### config.mk
export PLATFORM = sky130hd
export DESIGN_NAME = multivoice_wavetable_level_modulator_flat
export DESIGN_NICKNAME = d
export VERILOG_FILES = /design/src/mwlm_pkg.sv /design/src/mwlm_if.sv /design/src/mwlm_divider.sv /design/src/multivoice_wavetable_level_modulator.sv /design/src/flat_wrapper.sv
export VERILOG_INCLUDE_DIRS = /design/src /design/src/src
export SDC_FILE = /design/constraint.sdc
export NUM_CORES = 1
export LEC_CHECK = 0
export BUFFER_PORTS_ARGS = -buffer_cell sky130_fd_sc_hd__buf_2
export CORE_ASPECT_RATIO = 0.75
export CORE_MARGIN = 1.5
export CORE_UTILIZATION = 55
export DETAILED_ROUTE_END_ITERATION = 8
export MAX_ROUTING_LAYER = met4
export PLACE_DENSITY = 0.74
export SLEW_MARGIN = 20
export SYNTH_ARGS = -nofsm -noshare
export SYNTH_HDL_FRONTEND = slang
export SYNTH_HIERARCHICAL = 1
export SYNTH_SLANG_ARGS = --single-unit
### constraint.sdc
create_clock -name clk -period 8.85 [get_ports clk]
set_clock_uncertainty 0.05 [all_clocks]
set_input_delay 0 -clock clk [delete_from_list [all_inputs] [get_ports clk]]
set_output_delay 0 -clock clk [all_outputs]
set_load 0.02 [all_outputs]
### src/multivoice_wavetable_level_modulator_macros.svh
// assertion macros for the multivoice wavetable level modulator
// depends on signals clk and rst_n in the module that includes it
`ifndef MULTIVOICE_WAVETABLE_LEVEL_MODULATOR_MACROS_SVH
`define MULTIVOICE_WAVETABLE_LEVEL_MODULATOR_MACROS_SVH

// condition holds at every edge outside reset
`define MWLM_ASSERT_ALWAYS(name, expr, msg) \
  name: assert property (@(posedge clk) disable iff (!rst_n) (expr)) else $error(msg);

// antecedent implies consequent in the same cycle
`define MWLM_ASSERT_IMPL(name, ante, cons, msg) \
  name: assert property (@(posedge clk) disable iff (!rst_n) (ante) |-> (cons)) else $error(msg);

// antecedent implies consequent in the next cycle
`define MWLM_ASSERT_NEXT(name, ante, cons, msg) \
  name: assert property (@(posedge clk) disable iff (!rst_n) (ante) |=> (cons)) else $error(msg);

`endif

### src/mwlm_pkg.sv
// shared types, constants and waveform functions of the level modulator
// no dependencies
package mwlm_pkg;

  // voice and field geometry
  localparam int VOICE_COUNT = 9;
  localparam int VOICE_W     = 4;
  localparam int TABLE_LEN   = 16;
  localparam int IDX_W       = 4;
  localparam int LEVEL_W     = 4;
  localparam int PERIOD_W    = 12;
  localparam int PHASE_W     = 16;
  localparam int CHIP_W      = 2;
  localparam int DETUNE_W    = 8;
  localparam int PW_W        = 5;
  localparam int SHAPE_W     = 2;
  localparam int PROD_W      = 2 * LEVEL_W;

  // step division geometry
  localparam int STEP_NUM = 23040 * TABLE_LEN;
  localparam int DIV_BITS = $clog2(STEP_NUM + 1);
  localparam int DVSR_W   = 13;
  localparam int ADJ_W    = DVSR_W + 1;
  localparam int CNT_W    = $clog2(DIV_BITS + 1);

  // configuration port
  localparam int CFG_IDX_W  = 2;
  localparam int CFG_DATA_W = 8;
  localparam logic [CFG_IDX_W-1:0] REG_WAVE_SHAPE  = 2'd0;
  localparam logic [CFG_IDX_W-1:0] REG_PULSE_WIDTH = 2'd1;
  localparam logic [CFG_IDX_W-1:0] REG_DETUNE      = 2'd2;

  // waveform codes
  localparam logic [SHAPE_W-1:0] WAVE_SQUARE = 2'd0;
  localparam logic [SHAPE_W-1:0] WAVE_SAW    = 2'd1;
  localparam logic [SHAPE_W-1:0] WAVE_TRI    = 2'd2;
  localparam logic [SHAPE_W-1:0] WAVE_PULSE  = 2'd3;

  localparam logic [CHIP_W-1:0] CHIP_NONE = 2'd3;
  localparam logic [LEVEL_W-1:0] FULL_SCALE = 4'hF;

  typedef enum logic [1:0] {
    ACT_TICK  = 2'd0,
    ACT_ON    = 2'd1,
    ACT_OFF   = 2'd2,
    ACT_LEVEL = 2'd3
  } action_t;

  typedef enum logic [3:0] {
    S_IDLE = 4'b0001,
    S_EXEC = 4'b0010,
    S_DIV  = 4'b0100,
    S_EMIT = 4'b1000
  } state_t;

  // triangle samples, rising then falling
  localparam logic [LEVEL_W-1:0] TRI_TABLE [TABLE_LEN] = '{
    4'd0, 4'd1, 4'd3, 4'd5, 4'd7, 4'd9, 4'd11, 4'd13,
    4'd15, 4'd14, 4'd12, 4'd10, 4'd8, 4'd6, 4'd4, 4'd2
  };

  function automatic logic [LEVEL_W-1:0] wave_sample(
    input logic [SHAPE_W-1:0] shape,
    input logic [PW_W-1:0]    pw,
    input logic [IDX_W-1:0]   i
  );
    logic [IDX_W-1:0]   hs;
    logic [LEVEL_W-1:0] res;
    // duty clamped to 1..15
    if (pw == '0) begin
      hs = IDX_W'(1);
    end else if (pw > PW_W'(TABLE_LEN - 1)) begin
      hs = IDX_W'(TABLE_LEN - 1);
    end else begin
      hs = pw[IDX_W-1:0];
    end
    case (shape)
      WAVE_SQUARE: res = (i < hs) ? FULL_SCALE : '0;
      WAVE_SAW:    res = FULL_SCALE - i;
      WAVE_TRI:    res = TRI_TABLE[i];
      default:     res = (i == '0) ? FULL_SCALE : '0;
    endcase
    return res;
  endfunction

  // chip of a slot, three channels per chip
  function automatic logic [CHIP_W-1:0] chip_of(input logic [VOICE_W-1:0] s);
    logic [CHIP_W-1:0] c;
    if (s < VOICE_W'(3)) begin
      c = 2'd0;
    end else if (s < VOICE_W'(6)) begin
      c = 2'd1;
    end else begin
      c = 2'd2;
    end
    return c;
  endfunction

  function automatic logic [CHIP_W-1:0] chan_of(input logic [VOICE_W-1:0] s);
    logic [VOICE_W-1:0] base;
    logic [VOICE_W-1:0] diff;
    base = VOICE_W'(3) * VOICE_W'(chip_of(s));
    diff = s - base;
    return diff[CHIP_W-1:0];
  endfunction

endpackage

### src/mwlm_if.sv
// valid/ready channel interfaces for the level modulator input and result words
// depends on mwlm_pkg
interface mwlm_in_if import mwlm_pkg::*; ();
  logic                valid;
  logic                ready;
  logic [1:0]          action;
  logic [VOICE_W-1:0]  voice_index;
  logic [PERIOD_W-1:0] tone_period;
  logic [LEVEL_W-1:0]  target_level;
  logic                bus_busy;

  modport source (output valid, action, voice_index, tone_period, target_level, bus_busy,
                  input ready);
  modport sink (input valid, action, voice_index, tone_period, target_level, bus_busy,
                output ready);
endinterface

interface mwlm_out_if import mwlm_pkg::*; ();
  logic               valid;
  logic               ready;
  logic [CHIP_W-1:0]  chip_number;
  logic [CHIP_W-1:0]  channel_number;
  logic [LEVEL_W-1:0] level_out;
  logic               reselect;

  modport source (output valid, chip_number, channel_number, level_out, reselect,
                  input ready);
  modport sink (input valid, chip_number, channel_number, level_out, reselect,
                output ready);
endinterface

### src/mwlm_divider.sv
// bit-serial restoring divider for the phase step, one quotient bit per cycle
// depends on mwlm_pkg
module mwlm_divider import mwlm_pkg::*; (
  input  logic              clk,
  input  logic              rst_n,
  input  logic              start,
  input  logic [DVSR_W-1:0] divisor,
  output logic              done,
  output logic [PHASE_W-1:0] quotient
);

  logic              busy_r, busy_nxt;
  logic              done_r, done_nxt;
  logic [CNT_W-1:0]  cnt_r, cnt_nxt;
  logic [DIV_BITS-1:0] num_r, num_nxt;
  logic [DVSR_W-1:0] rem_r, rem_nxt;
  logic [DVSR_W-1:0] dvsr_r, dvsr_nxt;
  logic [PHASE_W-1:0] quo_r, quo_nxt;
  logic [DVSR_W:0]   trial;
  logic [DVSR_W:0]   diff;
  logic              ge;

  // one trial subtraction per cycle
  assign trial = {rem_r, num_r[DIV_BITS-1]};
  assign ge    = trial >= {1'b0, dvsr_r};
  assign diff  = trial - {1'b0, dvsr_r};

  always_comb begin
    busy_nxt = busy_r;
    done_nxt = 1'b0;
    cnt_nxt  = cnt_r;
    num_nxt  = num_r;
    rem_nxt  = rem_r;
    dvsr_nxt = dvsr_r;
    quo_nxt  = quo_r;
    if (start) begin
      busy_nxt = 1'b1;
      cnt_nxt  = '0;
      num_nxt  = DIV_BITS'(STEP_NUM);
      rem_nxt  = '0;
      dvsr_nxt = divisor;
    end else if (busy_r) begin
      num_nxt = {num_r[DIV_BITS-2:0], 1'b0};
      rem_nxt = ge ? diff[DVSR_W-1:0] : trial[DVSR_W-1:0];
      quo_nxt = {quo_r[PHASE_W-2:0], ge};
      cnt_nxt = cnt_r + CNT_W'(1);
      if (cnt_r == CNT_W'(DIV_BITS - 1)) begin
        busy_nxt = 1'b0;
        done_nxt = 1'b1;
      end
    end
  end

  // control state
  always_ff @(posedge clk) begin
    if (!rst_n) begin
      busy_r <= 1'b0;
      done_r <= 1'b0;
      cnt_r  <= '0;
    end else begin
      busy_r <= busy_nxt;
      done_r <= done_nxt;
      cnt_r  <= cnt_nxt;
    end
  end

  // datapath shift registers
  always_ff @(posedge clk) begin
    num_r  <= num_nxt;
    rem_r  <= rem_nxt;
    dvsr_r <= dvsr_nxt;
    quo_r  <= quo_nxt;
  end

  assign done     = done_r;
  assign quotient = quo_r;

endmodule

### src/multivoice_wavetable_level_modulator.sv
// nine-voice wavetable level modulator: a tick word emits one channel level when its slot
// is enabled and the bus is not busy; every word passes the exec state; an emitting tick then
// passes emit to load the result; a voice-on with nonzero period waits on the 19-step divider
// a word is taken while a result waits; an emitting tick then holds until that result drains
// reset: synchronous active-low rst_n; clears voice enables, slot, last chip and registers
// depends on mwlm_pkg, mwlm_if, mwlm_divider and the macros header
module multivoice_wavetable_level_modulator import mwlm_pkg::*; (
  input  logic                  clk,
  input  logic                  rst_n,
  input  logic                  cfg_we,
  input  logic [CFG_IDX_W-1:0]  cfg_index,
  input  logic [CFG_DATA_W-1:0] cfg_wdata,
  mwlm_in_if.sink               in_ch,
  mwlm_out_if.source            out_ch
);

  state_t state_r, state_nxt;

  // configuration registers
  logic [SHAPE_W-1:0]         wave_shape_r;
  logic [PW_W-1:0]            pulse_width_r;
  logic signed [DETUNE_W-1:0] detune_r;

  // latched input word
  action_t             act_r;
  logic [VOICE_W-1:0]  vi_r;
  logic [PERIOD_W-1:0] period_r;
  logic [LEVEL_W-1:0]  lvl_in_r;
  logic                busy_in_r;

  // per-voice storage; enable acts as the valid bit of the other arrays
  logic [PHASE_W-1:0] phase_r [VOICE_COUNT];
  logic [PHASE_W-1:0] step_r  [VOICE_COUNT];
  logic [LEVEL_W-1:0] level_r [VOICE_COUNT];
  logic [VOICE_COUNT-1:0] enabled_r;

  logic [VOICE_W-1:0] slot_r, slot_nxt;
  logic [CHIP_W-1:0]  last_chip_r, last_chip_nxt;

  // emit pipeline and output register
  logic [PROD_W-1:0]  prod_r;
  logic [CHIP_W-1:0]  chip_r, chan_r;
  logic               resel_r;
  logic               out_valid_r, out_valid_nxt;
  logic [CHIP_W-1:0]  out_chip_r, out_chan_r;
  logic [LEVEL_W-1:0] out_level_r;
  logic               out_resel_r;

  logic               in_fire;
  logic               voice_ok;
  logic               slot_en;
  logic [PHASE_W-1:0] phase_new;
  logic [LEVEL_W-1:0] sample;
  logic [VOICE_W-1:0] slot_adv;
  logic signed [ADJ_W-1:0] adj;
  logic [DVSR_W-1:0]  dvsr;
  logic               div_start;
  logic               div_done;
  logic [PHASE_W-1:0] div_quo;
  logic               tick_hit;
  logic               tick_skip;
  logic               emit_load;
  logic [PROD_W:0]    round_sum;
  logic [PROD_W+4:0]  recip;
  logic               wr_on;
  logic [PHASE_W-1:0] wr_step;
  logic               wr_off;
  logic               wr_level;

  assign in_fire  = in_ch.valid && in_ch.ready;
  assign in_ch.ready = (state_r == S_IDLE);
  assign voice_ok = vi_r < VOICE_W'(VOICE_COUNT);

  // slot read path
  assign slot_en   = enabled_r[slot_r];
  assign phase_new = phase_r[slot_r] + step_r[slot_r];
  assign sample    = wave_sample(wave_shape_r, pulse_width_r, phase_new[11:8]);
  assign slot_adv  = (slot_r == VOICE_W'(VOICE_COUNT - 1)) ? '0 : slot_r + VOICE_W'(1);

  // adjusted period clamped to at least one
  assign adj  = $signed({2'b00, period_r}) + ADJ_W'(detune_r);
  assign dvsr = (adj < ADJ_W'(1)) ? DVSR_W'(1) : adj[DVSR_W-1:0];

  // (x + 7) / 15 as ((x + 8) * 17) >> 8, exact for x up to 225
  assign round_sum = {1'b0, prod_r} + (PROD_W + 1)'(8);
  assign recip     = {round_sum, 4'b0000} + (PROD_W + 5)'(round_sum);

  assign tick_hit  = (state_r == S_EXEC) && (act_r == ACT_TICK) && !busy_in_r && slot_en;
  assign tick_skip = (state_r == S_EXEC) && (act_r == ACT_TICK) && !busy_in_r && !slot_en;
  assign emit_load = (state_r == S_EMIT) && (!out_valid_r || out_ch.ready);
  assign div_start = (state_r == S_EXEC) && (act_r == ACT_ON) && voice_ok
                     && (period_r != '0);

  // voice array writes
  always_comb begin
    wr_on    = 1'b0;
    wr_step  = '0;
    wr_off   = 1'b0;
    wr_level = 1'b0;
    if (state_r == S_EXEC && voice_ok) begin
      case (act_r)
        ACT_ON: begin
          wr_on = (period_r == '0);
        end
        ACT_OFF: begin
          wr_off = 1'b1;
        end
        ACT_LEVEL: begin
          wr_level = 1'b1;
        end
        default: begin
          wr_on = 1'b0;
        end
      endcase
    end else if (state_r == S_DIV && div_done) begin
      wr_on   = 1'b1;
      wr_step = div_quo;
    end
  end

  // sequencer
  always_comb begin
    state_nxt     = state_r;
    slot_nxt      = slot_r;
    last_chip_nxt = last_chip_r;
    case (state_r)
      S_IDLE: begin
        if (in_fire) state_nxt = S_EXEC;
      end
      S_EXEC: begin
        state_nxt = S_IDLE;
        if (tick_hit) begin
          state_nxt     = S_EMIT;
          slot_nxt      = slot_adv;
          last_chip_nxt = chip_of(slot_r);
        end else if (tick_skip) begin
          slot_nxt = slot_adv;
        end else if (div_start) begin
          state_nxt = S_DIV;
        end
      end
      S_DIV: begin
        if (div_done) state_nxt = S_IDLE;
      end
      S_EMIT: begin
        if (emit_load) state_nxt = S_IDLE;
      end
      default: begin
        state_nxt = S_IDLE;
      end
    endcase
  end

  // output valid tracking
  always_comb begin
    out_valid_nxt = out_valid_r;
    if (emit_load) begin
      out_valid_nxt = 1'b1;
    end else if (out_ch.ready) begin
      out_valid_nxt = 1'b0;
    end
  end

  // control registers
  always_ff @(posedge clk) begin
    if (!rst_n) begin
      state_r       <= S_IDLE;
      slot_r        <= '0;
      last_chip_r   <= CHIP_NONE;
      out_valid_r   <= 1'b0;
      enabled_r     <= '0;
      wave_shape_r  <= WAVE_SQUARE;
      pulse_width_r <= PW_W'(8);
      detune_r      <= '0;
    end else begin
      state_r     <= state_nxt;
      slot_r      <= slot_nxt;
      last_chip_r <= last_chip_nxt;
      out_valid_r <= out_valid_nxt;
      if (wr_on) enabled_r[vi_r] <= 1'b1;
      if (wr_off) enabled_r[vi_r] <= 1'b0;
      if (cfg_we) begin
        case (cfg_index)
          REG_WAVE_SHAPE:  wave_shape_r  <= cfg_wdata[SHAPE_W-1:0];
          REG_PULSE_WIDTH: pulse_width_r <= cfg_wdata[PW_W-1:0];
          REG_DETUNE:      detune_r      <= $signed(cfg_wdata[DETUNE_W-1:0]);
          default: begin
            detune_r <= detune_r;
          end
        endcase
      end
    end
  end

  // payload registers
  always_ff @(posedge clk) begin
    if (in_fire) begin
      act_r     <= action_t'(in_ch.action);
      vi_r      <= in_ch.voice_index;
      period_r  <= in_ch.tone_period;
      lvl_in_r  <= in_ch.target_level;
      busy_in_r <= in_ch.bus_busy;
    end
    if (wr_on) begin
      step_r[vi_r]  <= wr_step;
      phase_r[vi_r] <= '0;
      level_r[vi_r] <= lvl_in_r;
    end
    if (wr_level) level_r[vi_r] <= lvl_in_r;
    if (tick_hit) begin
      phase_r[slot_r] <= phase_new;
      prod_r  <= sample * level_r[slot_r];
      chip_r  <= chip_of(slot_r);
      chan_r  <= chan_of(slot_r);
      resel_r <= chip_of(slot_r) != last_chip_r;
    end
    if (emit_load) begin
      out_chip_r  <= chip_r;
      out_chan_r  <= chan_r;
      out_level_r <= recip[PROD_W+3:PROD_W];
      out_resel_r <= resel_r;
    end
  end

  mwlm_divider u_div (
    .clk      (clk),
    .rst_n    (rst_n),
    .start    (div_start),
    .divisor  (dvsr),
    .done     (div_done),
    .quotient (div_quo)
  );

  assign out_ch.valid          = out_valid_r;
  assign out_ch.chip_number    = out_chip_r;
  assign out_ch.channel_number = out_chan_r;
  assign out_ch.level_out      = out_level_r;
  assign out_ch.reselect       = out_resel_r;

  // checks
  `include "multivoice_wavetable_level_modulator_macros.svh"

  `MWLM_ASSERT_ALWAYS(a_slot_range, slot_r < VOICE_W'(VOICE_COUNT), "slot out of range")
  `MWLM_ASSERT_IMPL(a_div_done_state, div_done, state_r == S_DIV, "divider done outside DIV")
  `MWLM_ASSERT_NEXT(a_accept_exec, in_fire, state_r == S_EXEC, "accepted word not executed")
  `MWLM_ASSERT_IMPL(a_out_from_emit, $rose(out_valid_r), $past(state_r) == S_EMIT, "result without emit")

endmodule

### src/flat_wrapper.sv
// flat-port wrapper written by rule: the top's interface ports become plain ports
module multivoice_wavetable_level_modulator_flat import mwlm_pkg::*;
  (clk, rst_n, cfg_we, cfg_index, cfg_wdata, in_ch_valid, in_ch_action, in_ch_voice_index, in_ch_tone_period, in_ch_target_level, in_ch_bus_busy, in_ch_ready, out_ch_valid, out_ch_chip_number, out_ch_channel_number, out_ch_level_out, out_ch_reselect, out_ch_ready);
  mwlm_in_if in_ch_i ();
  mwlm_out_if out_ch_i ();
  input  logic clk;
  input  logic rst_n;
  input  logic cfg_we;
  input  logic [CFG_IDX_W-1:0] cfg_index;
  input  logic [CFG_DATA_W-1:0] cfg_wdata;
  input wire logic [$bits(in_ch_i.valid)-1:0] in_ch_valid;
  input wire logic [$bits(in_ch_i.action)-1:0] in_ch_action;
  input wire logic [$bits(in_ch_i.voice_index)-1:0] in_ch_voice_index;
  input wire logic [$bits(in_ch_i.tone_period)-1:0] in_ch_tone_period;
  input wire logic [$bits(in_ch_i.target_level)-1:0] in_ch_target_level;
  input wire logic [$bits(in_ch_i.bus_busy)-1:0] in_ch_bus_busy;
  output wire logic [$bits(in_ch_i.ready)-1:0] in_ch_ready;
  output wire logic [$bits(out_ch_i.valid)-1:0] out_ch_valid;
  output wire logic [$bits(out_ch_i.chip_number)-1:0] out_ch_chip_number;
  output wire logic [$bits(out_ch_i.channel_number)-1:0] out_ch_channel_number;
  output wire logic [$bits(out_ch_i.level_out)-1:0] out_ch_level_out;
  output wire logic [$bits(out_ch_i.reselect)-1:0] out_ch_reselect;
  input wire logic [$bits(out_ch_i.ready)-1:0] out_ch_ready;
  assign in_ch_i.valid = in_ch_valid;
  assign in_ch_i.action = in_ch_action;
  assign in_ch_i.voice_index = in_ch_voice_index;
  assign in_ch_i.tone_period = in_ch_tone_period;
  assign in_ch_i.target_level = in_ch_target_level;
  assign in_ch_i.bus_busy = in_ch_bus_busy;
  assign in_ch_ready = in_ch_i.ready;
  assign out_ch_valid = out_ch_i.valid;
  assign out_ch_chip_number = out_ch_i.chip_number;
  assign out_ch_channel_number = out_ch_i.channel_number;
  assign out_ch_level_out = out_ch_i.level_out;
  assign out_ch_reselect = out_ch_i.reselect;
  assign out_ch_i.ready = out_ch_ready;
  multivoice_wavetable_level_modulator u_core (.clk(clk), .rst_n(rst_n), .cfg_we(cfg_we), .cfg_index(cfg_index), .cfg_wdata(cfg_wdata), .in_ch(in_ch_i), .out_ch(out_ch_i));
endmodule
==> out/qor.txt <==
SYNTH
--------------------------------------------------------------------------------------
Warnings, synthesis                                                                  6
Number of standard cells after synthesis                                          1264
Post-synthesis cell area                                                     17770 um2
Post-synthesis average cell area                                             14.06 um2
Syn_nets                                                                          1375

OUTCOME
--------------------------------------------------------------------------------------
Run status                                                                finished clean

LAYOUT
--------------------------------------------------------------------------------------
Share of final-layout standard cells stronger than drive strength 1             0.1626
Antenna cells                                                                        0
Core Util, Final                                                                0.6359
Post-route insts no fill                                                          1790
Filler cell count in the final layout                                             2281
Layout overhead on the synthesized area                                         12.86%
Count of nets after finishing                                                     1469

TIMING
--------------------------------------------------------------------------------------
Final-report hold violation count                                                    0
RSZ-0062 raised after global routing                                             false
Final critical-path setup slack                                               1.326 ns
Worst relative slew slack                                                       0.2400
Tightest Pin Transition                                                       1.140 ns
Total setup violations reported at the end of the flow                               0
Fmax achieved                                                               0.1329 GHz
Worst hold slack across all endpoints                                        0.1339 ns
Setup TNS                                                                         0 ns
Number of pins exceeding their max-slew limit in the final report                    0
Final min period                                                              7.524 ns
Final critical-path share of the clock period                                   0.8502

PLACEMENT
--------------------------------------------------------------------------------------
Worst-case setup slack after placement                                        1.372 ns
Routability cong.                                                               0.9110
Number of input and output port buffers inserted                                    48
Placed cell count                                                                 1684
Dpl hpwl                                                                      24.39 mm

DETAILED ROUTING
--------------------------------------------------------------------------------------
DRT antenna net count                                                                0
Post-route DRC violation count                                                       0
Wirelength, routed                                                            37.76 mm
Average routed wire per standard cell                                         21.09 um
DRT Pass-1 Iters                                                                     6
Via count                                                                        10700
Post-detailed-route via-to-cell ratio                                            5.979
Starting DRT DRC Count                                                            1030

WORST SETUP PATH
--------------------------------------------------------------------------------------
CP endpoint kind                                                              register
Critical path start-end classification                                    register to register
Max FO, Critical Path                                                               45
Arrival @ worst endpoint                                                       7.75 ns
Setup crit start kind                                                         register
Worst endpoint required time                                                   9.07 ns

RUN
--------------------------------------------------------------------------------------
Number of violations of the max-capacitance limit                                    0

CLOCK TREE
--------------------------------------------------------------------------------------
Number of buffers inserted to repair setup after CTS                                 0
Maximum level of the CTS H-tree                                                      2
Root Buffer Master                                                        sky130_fd_sc_hd__clkbuf_16
Clock tree from TritonCTS                                                         done
Clock slew at the register clock pins of the worst setup and hold paths        0.06 ns
Number of resized instances in the post-cts repair step                              0
Clock network latency to the later pin of the worst-skew pair                  0.53 ns
Inserted Clock Buffers                                                              38
Maximum count of clock buffers along a single path                                   3
Number of buffers inserted by hold repair at cts                                    40
CTS sink count                                                                     387

GLOBAL ROUTE
--------------------------------------------------------------------------------------
All-Layer GR Usage                                                              0.2383
Overflow after GRT                                                                   0
Wire length of the first global-routing pass                                  58.39 mm
Pin count of the biggest net entering global routing                                46
Antenna violations before repair                                                     0
Via count of the first global-routing pass                                       10390

DIE
--------------------------------------------------------------------------------------
Chip Width                                                                    210.5 um
Die area                                                                     33400 um2
Initial Util                                                                    0.5635
Count of pins on the block boundary                                                 49
Row cnt                                                                             56
Die height                                                                    158.6 um
Placeable core region                                                        31530 um2

MIN PATH
--------------------------------------------------------------------------------------
Hold/Removal Path Class                                                   input pin to register
Start point of the worst min-delay path                                   in_ch_voice_index[3]

PWR
--------------------------------------------------------------------------------------
Power per standard cell area                                              207.7 nW/um2
Maximum VDD drop                                                              168.3 uV
Pleak                                                                         7.096 nW

==> sequential cells by signal, indices dropped and copies added (netlist names), 5 cells and up, named ones only <==
| register | cells |
|---|---|
| u_core/level_r | 36 |
| u_core/u_div/quotient | 12 |
| u_core/enabled_r | 9 |
| u_core/prod_r | 8 |
| u_core/detune_r | 8 |
| u_core/phase_r | 108 |
| u_core/u_div/cnt_r | 5 |
| u_core/u_div/rem_r | 13 |
| u_core/period_r | 12 |
| u_core/pulse_width_r | 5 |
| u_core/u_div/num_r | 6 |
| u_core/step_r | 108 |
| u_core/u_div/dvsr_r | 13 |
==> metal layers <==
| layer | track usage | vias up | part of all wire |
|---|---|---|---|
| met5 | - | - | 0 |
| met4 | 0.05102 | 0 | 0.015 |
| met3 | 0.04221 | 59 | 0.076 |
| met2 | 0.3538 | 393 | 0.44 |
| met1 | 0.3474 | 5281 | 0.47 |
| li1 | - | 4970 | - |
==> placed cells by master, fill, tap and decap left out, drive strengths merged, types with 10 or more instances in the layout <==
master	n
dlygate4sd3	40
buf	62
a21oi	41
a211oi	10
nand3	20
ha	66
a21o	14
clkbuf	52
mux4	56
xor2	20
inv	53
o21ai	49
nor2b	30
and3	21
nor3	18
xnor2	36
dfxtp	65
clkinv	12
nor2	108
mux2i	59
edfxtp	322
nand2	85
==> power breakdown <==
part | switching [mW] | internal (mW)
sequential | 0.0581 | 2.03
combinational | 0.307 | 0.241
clock | 0.652 | 0.880
==> area by class of cell <==
type | count | area (um2) | area share
Clock buffer | 52 | 1077 | 0.05373
Tap cell | 406 | 508.0 | 0.02534
Clock inverter | 14 | 90.09 | 0.004493
Timing Repair Buffer | 102 | 758.2 | 0.03782
Multi-Input combinational cell | 777 | 6442 | 0.3213
Sequential cell | 387 | 10980 | 0.5475
Inverter | 52 | 197.7 | 0.009860
==> metrics by stage <==
step	area (um2)	power, mW
after floorplan	17770	2.527
after global placement	18480	2.628
after detailed placement	18480	2.642
after CTS	20040	4.184
after global routing	20050	4.321
final	20050	4.165
==> path summary, 6_finish.rpt <==
path | to | slack (ns) | cells after the start
setup reg to reg | u_core/prod_r[7]$_DFFE_PP_ | 1.33 | 25
hold reg to reg | u_core/out_ch.chip_number[0]$_DFFE_PP_ | 0.37 | 0
hold / removal | u_core/vi_r[3]$_DFFE_PP_ | 0.13 | 2
setup / recovery | u_core/prod_r[7]$_DFFE_PP_ | 1.33 | 25
==> worst max-delay path: stages, from the launching register on <==
cell	delay [ns]
sky130_fd_sc_hd__dfxtp_4	0.96
sky130_fd_sc_hd__mux4_2	0.60
sky130_fd_sc_hd__mux2i_1	0.15
sky130_fd_sc_hd__o21ai_0	0.19
sky130_fd_sc_hd__ha_1	0.52
sky130_fd_sc_hd__nand2_1	0.11
sky130_fd_sc_hd__nand2_1	0.11
sky130_fd_sc_hd__nor3_1	0.06
sky130_fd_sc_hd__o41a_1	0.46
sky130_fd_sc_hd__xnor2_2	0.38
sky130_fd_sc_hd__inv_2	0.12
sky130_fd_sc_hd__ha_1	0.33
sky130_fd_sc_hd__a21oi_1	0.16
sky130_fd_sc_hd__o22ai_2	0.11
sky130_fd_sc_hd__o21bai_1	0.36
sky130_fd_sc_hd__o32ai_2	0.18
sky130_fd_sc_hd__or2_1	0.26
sky130_fd_sc_hd__fa_1	0.53
sky130_fd_sc_hd__inv_1	0.05
sky130_fd_sc_hd__fa_1	0.50
sky130_fd_sc_hd__ha_1	0.31
sky130_fd_sc_hd__a21o_1	0.15
sky130_fd_sc_hd__a21oi_1	0.23
sky130_fd_sc_hd__o21bai_1	0.09
sky130_fd_sc_hd__a21oi_1	0.17
sky130_fd_sc_hd__xnor2_1	0.10
Power figures use the tool's default switching activity.
